## config.mk

```make
export PLATFORM = sky130hd
export DESIGN_NAME = pet_mag
export DESIGN_NICKNAME = d
export VERILOG_FILES = /design/src/hdl/pet_pkg.sv /design/src/hdl/pet_mag.sv
export SDC_FILE = /design/constraint.sdc
export NUM_CORES = 1
export LEC_CHECK = 0
export BUFFER_PORTS_ARGS = -buffer_cell sky130_fd_sc_hd__clkbuf_2
export CAP_MARGIN = 20
export CORE_MARGIN = 8
export CORE_UTILIZATION = 49
export DETAILED_ROUTE_END_ITERATION = 10
export GPL_ROUTABILITY_DRIVEN = 0
export GPL_TIMING_DRIVEN = 1
export PLACE_DENSITY = 0.66
export SETUP_SLACK_MARGIN = 0.2
export SYNTH_ARGS = -nofsm -noshare
export SYNTH_HDL_FRONTEND = slang
export SYNTH_SLANG_ARGS = --single-unit
```

## constraint.sdc

```tcl
create_clock -name clock -period 13.5 [get_ports clock]
set_clock_uncertainty 0.05 [all_clocks]
set_input_delay 1.35 -clock clock [delete_from_list [all_inputs] [get_ports clock]]
set_output_delay 1.35 -clock clock [all_outputs]
set_load 0.03 [all_outputs]
```

## src/hdl/pet_pkg.sv

```systemverilog
// ----------------------------------------------------------------------------
// pet_pkg
// shared types and constants of the prewitt edge threshold block
// ----------------------------------------------------------------------------
`default_nettype none

package pet_pkg;

   localparam int unsigned CfgWidth = 13;
   localparam int unsigned CfgIndexWidth = 2;

   typedef enum logic [CfgIndexWidth-1:0] {
      REG_FRAME_WIDTH    = 2'd0,
      REG_FRAME_HEIGHT   = 2'd1,
      REG_EDGE_THRESHOLD = 2'd2
   } reg_index_type;

   typedef enum logic {
      OP_PIXEL = 1'b0,
      OP_FLUSH = 1'b1
   } opcode_type;

   typedef enum logic [1:0] {
      CORE_IDLE  = 2'd0,
      CORE_READ  = 2'd1,
      CORE_EMIT0 = 2'd2,
      CORE_EMIT1 = 2'd3
   } core_state_type;

   typedef enum logic [1:0] {
      MAG_IDLE   = 2'd0,
      MAG_SQUARE = 2'd1,
      MAG_ROOT   = 2'd2,
      MAG_DONE   = 2'd3
   } mag_state_type;

   typedef struct packed {
      logic       opcode;
      logic [7:0] red;
      logic [7:0] green;
      logic [7:0] blue;
   } req_payload_type;

   typedef struct packed {
      logic [7:0] magnitude;
      logic       edge_flag;
      logic       frame_end;
   } rsp_payload_type;

   // one window result travelling to the magnitude stage
   typedef struct packed {
      logic signed [10:0] gv;
      logic signed [10:0] gh;
      logic               last;
   } grad_type;

   localparam logic [7:0] MagMax = 8'd255;
   localparam int unsigned MaxHeight = 4096;

endpackage

`default_nettype wire

```

## src/hdl/pet_mag.sv

```systemverilog
// ----------------------------------------------------------------------------
// pet_mag
// gradient to clamped magnitude: squares, one sqrt bit per cycle, threshold
// ----------------------------------------------------------------------------
`default_nettype none

module pet_mag
   import pet_pkg::*;
(
   input  wire logic            clock,
   input  wire logic            reset,
   input  wire logic            in_valid,
   output logic                 in_ready,
   input  wire grad_type        in_grad,
   input  wire logic [7:0]      threshold,
   output logic                 out_valid,
   input  wire logic            out_ready,
   output rsp_payload_type      out_data
);

   mag_state_type state_ff, state_in;
   logic signed [10:0] gv_ff, gh_ff;
   logic [20:0] sum_ff;
   logic [7:0]  root_ff, root_in;
   logic [7:0]  bit_ff;
   logic        last_ff;
   logic [7:0]  trial;
   logic [15:0] trial_sq;
   logic [20:0] sq_v, sq_h;

   assign trial    = root_ff | bit_ff;
   assign trial_sq = 16'(trial) * 16'(trial);
   assign sq_v     = 21'(21'(gv_ff) * 21'(gv_ff));
   assign sq_h     = 21'(21'(gh_ff) * 21'(gh_ff));

   always_comb begin
      state_in  = state_ff;
      root_in   = root_ff;
      in_ready  = 1'b0;
      out_valid = 1'b0;
      case (state_ff)
         MAG_IDLE: begin
            in_ready = 1'b1;
            if (in_valid) state_in = MAG_SQUARE;
         end
         MAG_SQUARE: begin
            root_in  = '0;
            state_in = MAG_ROOT;
         end
         MAG_ROOT: begin
            if (sum_ff >= 21'd65536) begin
               root_in  = MagMax;
               state_in = MAG_DONE;
            end else begin
               if ({5'b0, trial_sq} <= sum_ff) root_in = trial;
               if (bit_ff[0]) state_in = MAG_DONE;
            end
         end
         MAG_DONE: begin
            out_valid = 1'b1;
            if (out_ready) state_in = MAG_IDLE;
         end
         default: state_in = MAG_IDLE;
      endcase
   end

   always_ff @(posedge clock) begin
      if (reset) begin
         state_ff <= MAG_IDLE;
      end else begin
         state_ff <= state_in;
      end
      root_ff <= root_in;
      if (state_ff == MAG_IDLE) begin
         gv_ff   <= in_grad.gv;
         gh_ff   <= in_grad.gh;
         last_ff <= in_grad.last;
      end
      if (state_ff == MAG_SQUARE) begin
         sum_ff <= sq_v + sq_h;
         bit_ff <= 8'h80;
      end else if (state_ff == MAG_ROOT) begin
         bit_ff <= bit_ff >> 1;
      end
   end

   assign out_data.magnitude = root_ff;
   assign out_data.edge_flag = root_ff > threshold;
   assign out_data.frame_end = last_ff;

   assert property (@(posedge clock) disable iff (reset)
      (state_ff == MAG_ROOT && sum_ff >= 21'd65536) |=> root_ff == MagMax)
      else $error("saturated magnitude not clamped");
   assert property (@(posedge clock) disable iff (reset)
      (out_valid && !out_ready) |=> out_valid && $stable(root_ff))
      else $error("result changed while stalled");
   assert property (@(posedge clock) disable iff (reset)
      !(in_ready && out_valid))
      else $error("magnitude unit took new work while holding a result");

endmodule

`default_nettype wire

```

==> summary.txt, run 1 <==
STA
  • Relative slew slack: 0.350
  • Unrepaired setup endpoints after global routing: false
  • Final hold vios: 0
  • Max frequency: 143 MHz
  • Worst-Margin Slew: 0.975 ns
  • Slew Limit Fails: 0
  • Setup TNS: 0 ns
  • Setup violators final: 0
  • Tmin final: 6.99 ns
  • Tcrit/Tclk final: 0.517

Setup path
  • Critical Path Start Type: flop
  • Crit end category: flop
  • Buf+Inv Stages, Crit Path: 4
  • Crit path max-delay family: adder cells
  • CP max stage delay: 0.76 ns
  • WS Path Type: flop to flop
  • Crit Path Max Fanout: 8
  • CP Data Arrival Time: 6.90 ns
  • Worst path required time: 13.41 ns
  • Cell Chain, Critical Path: nor2_1 > inv_1 > nand2_1 > inv_1 > fa_1 > fa_1 > inv_1 > fa_1 > fa_1 > inv_1 > ha_1 > o21a_1 > o21ai_0 > o31ai_1 > a21o_1 > a21oi_1 > xnor2_1 > ha_1 > and4_1 > a2111oi_0 > nand2_1 > o22ai_1
  • CP max stage cell: o22ai_1

Drt
  • Post-route DRC: 0
  • TritonRoute pass-1 iters: 4
  • Initial DRC Count: 347
  • Final wirelength: 24200 um
  • Antenna viol nets, final: 0
  • Via-per-instance ratio: 4.93
  • Vias: 8100
  • Avg WL per Cell: 14.8 um

Die
  • Die X: 175 um
  • Core box area: 25100 sq um
  • Row cnt: 58
  • I/O pin count: 47
  • Die area: 30800 sq um
  • Die H: 175 um
  • Starting Density: 0.496

Synthesis
  • Syn Std Cell Area: 12500 sq um
  • Post-synthesis sequential area ratio: 0.141
  • Seq cells post-synth: 62
  • YS warnings: 0
  • Top FF cell, synth: edfxtp_1
  • EDFF count, synth: 52
  • Mapped Nets: 1697
  • Synthesized instance count: 1277
  • Asr flop ratio synth: 0
  • Post-synth cell types: 49
  • Synthesized area per cell: 9.76 sq um

Job
  • Max-cap violations: 0

Clock network
  • # resized after CTS: 0
  • Worst-path clk slew: 0.05 ns
  • Hold buffers post-CTS: 0
  • CTS sink cnt: 62
  • Total CTS buffers: 9
  • Clock insertion delay at the later pin of the skew report: 0.34 ns
  • Setup Fix Bufs, Post-CTS: 0
  • H-tree depth: 3
  • Max Root-Sink Buffers: 2
  • Clock root buffer master: clkbuf_16
  • CTS tree: yes

Status
  • Status: finished clean

Layout
  • Share of cells above drive strength 1: 0.0518
  • P&R area growth vs syn: 6.63%
  • Area occupied by multi-input gates: 9120 sq um
  • Most frequent cells in the layout: inv_1 (389), fa_1 (252), ha_1 (133), nand2_1 (75), nor2_1 (58)
  • Nets: 1727
  • FF+latch area: 1760 sq um
  • Final core occ: 0.529
  • # diodes: 0
  • Commonest non-fill, non-tap cell in the layout: inv_1
  • Filler cell count: 2346

Global routing
  • M1 GR Usage: 0.216
  • Global route overflow: 0
  • GRT Max-Usage Layer: met2
  • Vias in the first global route: 8880
  • All-Layer GR Usage: 0.172
  • First-pass GRT wire length: 42400 um
  • GR Util met2: 0.303
  • Initial antenna violation count: 0
  • Met3 usage: 0.0266
  • Largest net degree at the start of global routing: 31

Placement
  • Final HPWL DP: 20800 um
  • Port buffer count: 46

Hold path
  • Worst hold-check path type: flop to flop
## path summary, 6_finish.rpt
check / from / to / slack (ns) / cells past startpoint
hold / removal: bit_ff[5] / bit_ff[4] / 0.49 / 2
setup / recovery: root_ff[5] / root_ff[6] / 6.51 / 22
setup reg to reg: root_ff[5] / root_ff[6] / 6.51 / 22
hold reg to reg: bit_ff[5] / bit_ff[4] / 0.49 / 2
## worst min-delay path, delay by kind of cell (launching register included)
kind / cells / cell delay [ns]
multiplexers: 1 / 0.08
flip-flops: 1 / 0.35
AND/OR/NAND/NOR: 1 / 0.07
## synth_stat cells, types with 4 or more instances
cell	n	area, sq um
mux2i_1	8	80.1
xnor2_1	44	385
a21oi_1	35	175
ha_1	133	1660
nand2b_1	4	25.0
xor2_1	12	105
nor2_1	58	218
o22ai_1	6	37.5
dfxtp_1	10	200
fa_1	252	5040
nor2b_1	25	156
inv_1	389	1460
nor3_1	11	55.1
nand3_1	4	20.0
o21ai_0	22	110
a21o_1	11	82.6
edfxtp_1	52	1560
o21bai_1	4	30.0
nand2_1	75	282
clkbuf_1	28	105
and2_1	45	282
o21a_1	12	90.1
## sequential cells by signal (all words and copies together), names as in the netlist
name      cells
last_ff       1
gv_ff        11
root_ff       8
sum_ff       21
gh_ff        11
bit_ff        8
state_ff      2
## metrics by stage
step / setup WS (ns) / hold slack [ns] / cell area, sq um / cells
detailed placement: 6.48 / 0.471 / 13000 / 1626
floorplan: 7.04 / 0.434 / 12500 / 1277
finish: 6.51 / 0.489 / 13300 / 1642
CTS: 6.46 / 0.490 / 13300 / 1642
global placement: 6.67 / 0.453 / 13000 / 1626
global route: 6.06 / 0.512 / 13300 / 1642
## metal layers
layer	up-vias	routed length [um]
met5	-	0
met4	0	483
met3	29	777
met2	130	12500
met1	4074	10400
li1	3867	-
## cell type report
type | count | area share
clock buffer | 12 | 0.0193
multi-input combinational | 795 | 0.686
tap | 330 | 0.0311
sequential | 62 | 0.133
inverter | 390 | 0.110
timing repair buffer | 49 | 0.0190
clock inverter | 4 | 0.00160
## cells by family after synthesis
logic type | after synthesis | share of synthesized area
AND/OR/NAND/NOR | 240 | 0.0935
multiplexers | 8 | 0.00643
AO/OA/AOI/OAI | 106 | 0.0542
buffers and inverters | 420 | 0.127
adder cells (fa/ha/maj) | 385 | 0.538
XOR/XNOR | 56 | 0.0394
flip-flops | 62 | 0.141
Power of run 1 is not shown: default switching activity piles up to over one toggle a cycle in this logic, so the estimate is an artifact.
==> run 2: changes to the inputs <==
--- a/config.mk
+++ b/config.mk
@@ -5,6 +5,7 @@
 export SDC_FILE = /design/constraint.sdc
 export NUM_CORES = 1
 export LEC_CHECK = 0
+export ABC_AREA = 1
 export BUFFER_PORTS_ARGS = -buffer_cell sky130_fd_sc_hd__clkbuf_2
 export CAP_MARGIN = 20
 export CORE_MARGIN = 8
@@ -12,7 +13,7 @@
 export DETAILED_ROUTE_END_ITERATION = 10
 export GPL_ROUTABILITY_DRIVEN = 0
 export GPL_TIMING_DRIVEN = 1
-export PLACE_DENSITY = 0.66
+export PLACE_DENSITY = 0.68
 export SETUP_SLACK_MARGIN = 0.2
 export SYNTH_ARGS = -nofsm -noshare
 export SYNTH_HDL_FRONTEND = slang
==> constraint.sdc (replaced) <==
create_clock -name clock -period 5.8 [get_ports clock]
set_clock_uncertainty 0.05 [all_clocks]
set_input_delay 0.58 -clock clock [delete_from_list [all_inputs] [get_ports clock]]
set_output_delay 0.58 -clock clock [all_outputs]
set_load 0.03 [all_outputs]
==> summary.txt, run 2 <==
Status
  • Status: finished with violations
  • Failing checks: setup timing

Layout
  • Largest Register: sum_ff
  • Share of cells above drive strength 1: 0.244 (+0.192)
  • Largest regs: sum_ff: 21 flops, gh_ff: 11 flops, gv_ff: 11 flops
  • Nets: 2132 (+23%)
  • Finished Layout Cells: 2052 (+25%)
  • Commonest non-fill, non-tap cell in the layout: inv_1
  • P&R area growth vs syn: 24.2%
  • Most frequent cells in the layout: inv_1 (460), fa_1 (240), nand2_1 (203), buf_4 (175), ha_1 (119)
  • Filler cell count: 2134 (-9.0%)
  • # diodes: 0 (unchanged)
  • Max reg flops: 21 (unchanged)

Die
  • Row cnt: 59 (+1.7%)
  • Core box area: 25900 sq um (+3.2%)
  • I/O pin count: 47 (unchanged)
  • Starting Density: 0.496 (about the same)
  • Die X: 178 um (+1.4%)
  • Die H: 178 um (+1.4%)
  • Die area: 31700 sq um (+2.9%)

Placement
  • Port buffer count: 46 (unchanged)
  • Placed insts: 1980 (+22%)
  • Final HPWL DP: 24200 um (+17%)

Synthesis
  • Synth top cells by count: inv_1 (495), fa_1 (252), nand2_1 (225)
  • YS warnings: 0 (unchanged)
  • Leading post-synthesis cells by cell area: fa_1 (39%), inv_1 (14%), ha_1 (13%)
  • Most common cell in the netlist: inv_1
  • EDFF count, synth: 52 (unchanged)
  • Seq cells post-synth: 62 (unchanged)
  • Top FF cell, synth: edfxtp_1
  • Asr flop ratio synth: 0 (unchanged)
  • Synthesized area per cell: 8.68 sq um (-11%)
  • Mapped Nets: 1902 (+12%)
  • Area share of the largest cell type after synthesis: 0.392 (-0.0124)
  • Post-synthesis sequential area ratio: 0.137 (-0.00435)
  • Leading area contributor after synthesis: fa_1
  • Syn Std Cell Area: 12900 sq um (+3.2%)
  • Post-synth cell types: 39 (-20%)
  • Synthesized instance count: 1482 (+16%)

Drt
  • Via-per-instance ratio: 4.74 (-3.9%)
  • Avg WL per Cell: 14.2 um (-3.4%)
  • Initial DRC Count: 354 (+2.0%)
  • Antenna viol nets, final: 0 (unchanged)
  • Post-route DRC: 0 (unchanged)
  • Vias: 9728 (+20%)
  • TritonRoute pass-1 iters: 5 (+1)
  • Final wirelength: 29200 um (+21%)

Clock network
  • Clock insertion delay at the later pin of the skew report: 0.35 ns (about the same)
  • H-tree depth: 3 (unchanged)
  • Worst-path clk slew: 0.06 ns (about the same)
  • Clock root buffer master: clkbuf_16
  • Max Root-Sink Buffers: 2 (unchanged)
  • Total CTS buffers: 9 (unchanged)
  • CTS tree: yes
  • Hold buffers post-CTS: 0 (unchanged)
  • CTS sink cnt: 62 (unchanged)

STA
  • Max frequency: 165 MHz (+16%)
  • Final hold vios: 0 (unchanged)
  • Final worst slack: -0.245 ns (-6.76 ns)
  • Worst-Margin Slew: 0.987 ns (+0.0119 ns)
  • Tcrit/Tclk final: 1.04 (+0.525)
  • Setup violators final: 10 (+10)
  • Tmin final: 6.04 ns (-0.940 ns)
  • Unrepaired setup endpoints after global routing: true
  • Relative slew slack: 0.342 (-0.00792)
  • Slew Limit Fails: 0 (unchanged)

Setup path
  • Buf+Inv Stages, Crit Path: 10 (+6)
  • Critical Path Start Type: flop
  • CP Data Arrival Time: 6.10 ns (-0.80 ns)
  • Critical Path Stages: 26 (+18%)
  • Crit path max-delay family: adder cells
  • Crit Path Max Fanout: 7 (-1)
  • WS Path Type: flop to flop
  • Critical R2R Launch: gh_ff[10]
  • Most frequent CP cell: fa_2
  • CP max stage cell: fa_2
  • CP max stage delay: 0.52 ns (-0.24 ns)
  • Crit end category: flop
  • Worst path required time: 5.85 ns (-7.56 ns)
  • R2R depth: 26 (+18%)
  • FF-to-FF setup slack: -0.24 ns (-6.76 ns)
  • CP endpoint: sum_ff[20]
  • Reg2Reg Capture Point: sum_ff[20]
  • Crit path launch: gh_ff[10]

Global routing
  • First-pass GRT wire length: 49900 um (+18%)
  • Global route overflow: 0 (unchanged)
  • All-Layer GR Usage: 0.197 (+0.0250)
  • Initial antenna violation count: 0 (unchanged)
  • Vias in the first global route: 10.7k (+21%)
  • Largest net degree at the start of global routing: 26 (-16%)

Job
  • Max-cap violations: 0 (unchanged)

Hold path
  • Worst hold-check path type: input pin to flop
==> run 2: cell families after synthesis <==
logic type / Yosys count / synth area share
buffers and inverters: 523 / 0.154
and+or+nand+nor: 386 / 0.123
adders and majority gates: 385 / 0.522
AOI/OAI and AO/OA: 89 / 0.0394
DFF: 62 / 0.137
xor gates and xnor gates: 37 / 0.0252
==> run 2: how the worst min path moves through the flow <==
stage / endpoint / cells past startpoint / slack [ns] / start
2_1_floorplan: bit_ff[6] / 2 / 0.40 / bit_ff[7]
3_3_place_gp: bit_ff[6] / 2 / 0.42 / bit_ff[7]
3_5_place_dp: bit_ff[6] / 2 / 0.43 / bit_ff[7]
4_1_cts: gv_ff[9] / 1 / 0.33 / in_grad[21]
5_1_grt: gv_ff[9] / 1 / 0.34 / in_grad[21]
6_report: gh_ff[10] / 1 / 0.35 / in_grad[11]
==> run 2: final cells by class <==
| class | count | area [sq um] | area share |
|---|---|---|---|
| Clock buffer | 9 | 225 | 0.0141 |
| Timing Repair Buffer | 245 | 1820 | 0.114 |
| Tap cell | 335 | 419 | 0.0262 |
| Clock inverter | 7 | 146 | 0.00916 |
| Sequential cell | 62 | 1770 | 0.111 |
| Multi-Input combinational cell | 897 | 9710 | 0.608 |
| Timing Repair inverter | 1 | 7.51 | 0.000470 |
| Inverter | 496 | 1870 | 0.117 |
==> run 2: metrics by stage <==
stage	TNS [ns]	util	hold WS [ns]	cell area, sq um	setup WS, ns
3_3_place_gp	-0.752	0.564	0.423	14600	-0.170
5_1_grt	-4.10	0.616	0.339	16000	-0.485
4_1_cts	-0.540	0.597	0.334	15500	-0.127
6_report	-1.60	0.616	0.349	16000	-0.245
2_1_floorplan	-0.518	-	0.402	13000	-0.115
3_5_place_dp	-0.965	0.564	0.429	14600	-0.166
==> run 2: timing repair <==
item / CTS / global route
gates resized for setup: 64 / 97
pin swaps: 33 / 59
setup endpoints to repair: 22 / 22
cloned: 1 / 0
setup buffers: 26 / 29
==> run 2: layer usage <==
layer	vias to the layer above	share of wire	global-route usage
li1	4751	-	-
met1	4758	0.42	0.239
met2	167	0.52	0.355
met3	52	0.036	0.0290
met4	0	0.028	0.0590
met5	-	0	0
Power of run 2 is left out for the same reason.
==> run 3: changes to the inputs <==
--- a/config.mk
+++ b/config.mk
@@ -6,14 +6,14 @@
 export NUM_CORES = 1
 export LEC_CHECK = 0
 export ABC_AREA = 1
-export BUFFER_PORTS_ARGS = -buffer_cell sky130_fd_sc_hd__clkbuf_2
 export CAP_MARGIN = 20
 export CORE_MARGIN = 8
 export CORE_UTILIZATION = 49
 export DETAILED_ROUTE_END_ITERATION = 10
+export DONT_BUFFER_PORTS = 1
 export GPL_ROUTABILITY_DRIVEN = 0
 export GPL_TIMING_DRIVEN = 1
-export PLACE_DENSITY = 0.68
+export PLACE_DENSITY = 0.66
 export SETUP_SLACK_MARGIN = 0.2
 export SYNTH_ARGS = -nofsm -noshare
 export SYNTH_HDL_FRONTEND = slang
==> summary.txt, run 3 (synthesis gave the netlist of run 2 again) <==
Setup path
  • CP max stage delay: 0.56 ns (+0.04 ns)
  • CP max stage cell: edfxtp_1
  • Crit end category: flop
  • Buf+Inv Stages, Crit Path: 33 (+23)
  • Crit path max-delay family: buffers and inverters
  • WS Path Type: flop to flop
  • CP Data Arrival Time: 6.16 ns (+0.06 ns)
  • Worst path required time: 5.85 ns (about the same)
  • Crit Path Max Fanout: 5 (-2)
  • Most frequent CP cell: buf_4
  • Crit path launch: gh_ff[1]
  • Critical Path Start Type: flop
  • Critical R2R Launch: gh_ff[1]

Global routing
  • Largest net degree at the start of global routing: 27 (+3.8%)
  • Global route overflow: 0 (unchanged)
  • Initial antenna violation count: 0 (unchanged)
  • First-pass GRT wire length: 49900 um (-0.12%)
  • Vias in the first global route: 10.6k (-1.4%)
  • All-Layer GR Usage: 0.198 (+0.00109)

Layout
  • Area occupied by multi-input gates: 9670 sq um (-0.45%)
  • Commonest non-fill, non-tap cell in the layout: inv_1
  • Most frequent cells in the layout: inv_1 (465), fa_1 (242), nand2_1 (204), buf_4 (198), ha_1 (117)
  • FF+latch area: 1770 sq um (about the same)
  • # diodes: 0 (unchanged)
  • Share of cells above drive strength 1: 0.226 (-0.0179)
  • Final core occ: 0.608 (-0.00845)
  • Max reg flops: 21 (unchanged)
  • P&R area growth vs syn: 22.5%
  • Largest Register: sum_ff
  • Filler cell count: 2116 (-0.84%)
  • Largest regs: sum_ff: 21 flops, gh_ff: 11 flops, gv_ff: 11 flops
  • Nets: 2104 (-1.3%)

Clock network
  • CTS tree: yes
  • CTS sink cnt: 62 (unchanged)
  • Max Root-Sink Buffers: 2 (unchanged)
  • Total CTS buffers: 9 (unchanged)
  • Clock root buffer master: clkbuf_16
  • Clock insertion delay at the later pin of the skew report: 0.34 ns (about the same)
  • Worst-path clk slew: 0.06 ns (about the same)
  • H-tree depth: 3 (unchanged)

STA
  • Final worst slack: -0.312 ns (-0.0671 ns)
  • Tcrit/Tclk final: 1.05 (+0.0116)
  • Unrepaired setup endpoints after global routing: true
  • Slew Limit Fails: 0 (unchanged)
  • Max frequency: 164 MHz (-1.1%)
  • Final hold vios: 0 (unchanged)
  • Worst-Margin Slew: 0.969 ns (-0.0180 ns)
  • Relative slew slack: 0.354 (+0.0120)
  • Tmin final: 6.11 ns (+0.0671 ns)
  • Setup violators final: 10 (unchanged)

Placement
  • Final HPWL DP: 24300 um (+0.12%)
  • Port buffer count: 0 (-100%)

Die
  • I/O pin count: 47 (unchanged)
  • Starting Density: 0.496 (unchanged)
  • Die H: 178 um (unchanged)
  • Die area: 31700 sq um (unchanged)
  • Die X: 178 um (unchanged)
  • Core box area: 25900 sq um (unchanged)
  • Row cnt: 59 (unchanged)

Drt
  • Vias: 9672 (-0.58%)
  • Antenna viol nets, final: 0 (unchanged)
  • Final wirelength: 29800 um (+2.0%)
  • Via-per-instance ratio: 4.78 (+0.80%)
  • Initial DRC Count: 417 (+18%)
  • Avg WL per Cell: 14.7 um (+3.4%)
  • Post-route DRC: 0 (unchanged)
  • TritonRoute pass-1 iters: 4 (-1)

Hold path
  • Worst hold-check path type: input pin to flop
  • Hold Crit Start: reset

Status
  • Status: finished with violations
  • Failing checks: setup timing

Job
  • Max-cap violations: 0 (unchanged)
-- run 3: cell count changes in the layout (fill, tap and decap cells not counted), moves of 4 or more --
| cell | before | now |
|---|---|---|
| inv_2 | 33 | 28 |
| buf_6 | 23 | 17 |
| bufinv_16 | 4 | 0 |
| buf_4 | 175 | 198 |
| inv_1 | 460 | 465 |
| clkbuf_2 | 46 | 0 |
-- run 3: path summary, 6_finish.rpt --
path              slack (ns)  cells past startpoint     endpoint
setup / recovery       -0.31                     45   sum_ff[20]
setup reg to reg       -0.31                     45   sum_ff[20]
hold / removal          0.26                      1  state_ff[0]
hold reg to reg         0.47                      2    bit_ff[2]
-- run 3: metal layers --
metal	routed length (um)	part of all wire	vias to the layer above	track usage
met5	0	0	-	0
met4	672	0.023	0	0.0597
met3	854	0.029	47	0.0224
met2	15900	0.53	150	0.364
met1	12400	0.41	4785	0.238
li1	-	-	4690	-
-- run 3: per-stage QoR --
stage | setup TNS, ns | area, sq um | hold slack (ns) | cells | setup WS, ns
final | -2.07 | 15800 | 0.261 | 2024 | -0.312
after global placement | -1.08 | 14400 | 0.435 | 1933 | -0.167
after CTS | -1.26 | 15200 | 0.244 | 1999 | -0.201
after global routing | -3.86 | 15800 | 0.246 | 2024 | -0.476
after detailed placement | -1.90 | 14400 | 0.451 | 1933 | -0.306
after floorplan | -0.518 | 13000 | 0.402 | 1482 | -0.115
-- run 3: layout make-up --
| cell class | instances | area share |
|---|---|---|
| Multi-Input combinational cell | 897 | 0.614 |
| Inverter | 496 | 0.119 |
| Sequential cell | 62 | 0.112 |
| Timing Repair Buffer | 218 | 0.110 |
| Tap cell | 335 | 0.0266 |
| Clock buffer | 10 | 0.0159 |
| Clock inverter | 6 | 0.00262 |
-- run 3: timing repair --
action | 4_1_cts | 5_1_grt
pin swaps | 29 | 62
resized for setup | 42 | 96
buffers inserted | 50 | 25
hold buffers | 0 | 0
endpoints found under the setup margin | 22 | 22
-- run 3: worst reg2reg max path: cells and delay by family (launching register included) --
kind / cells / cell delay (ns)
buffers and inverters: 33 / 4.02
AND/OR/NAND/NOR: 11 / 0.86
flip-flops: 1 / 0.56
adder cells (fa/ha/maj): 1 / 0.40
Power of run 3 is left out for the same reason.
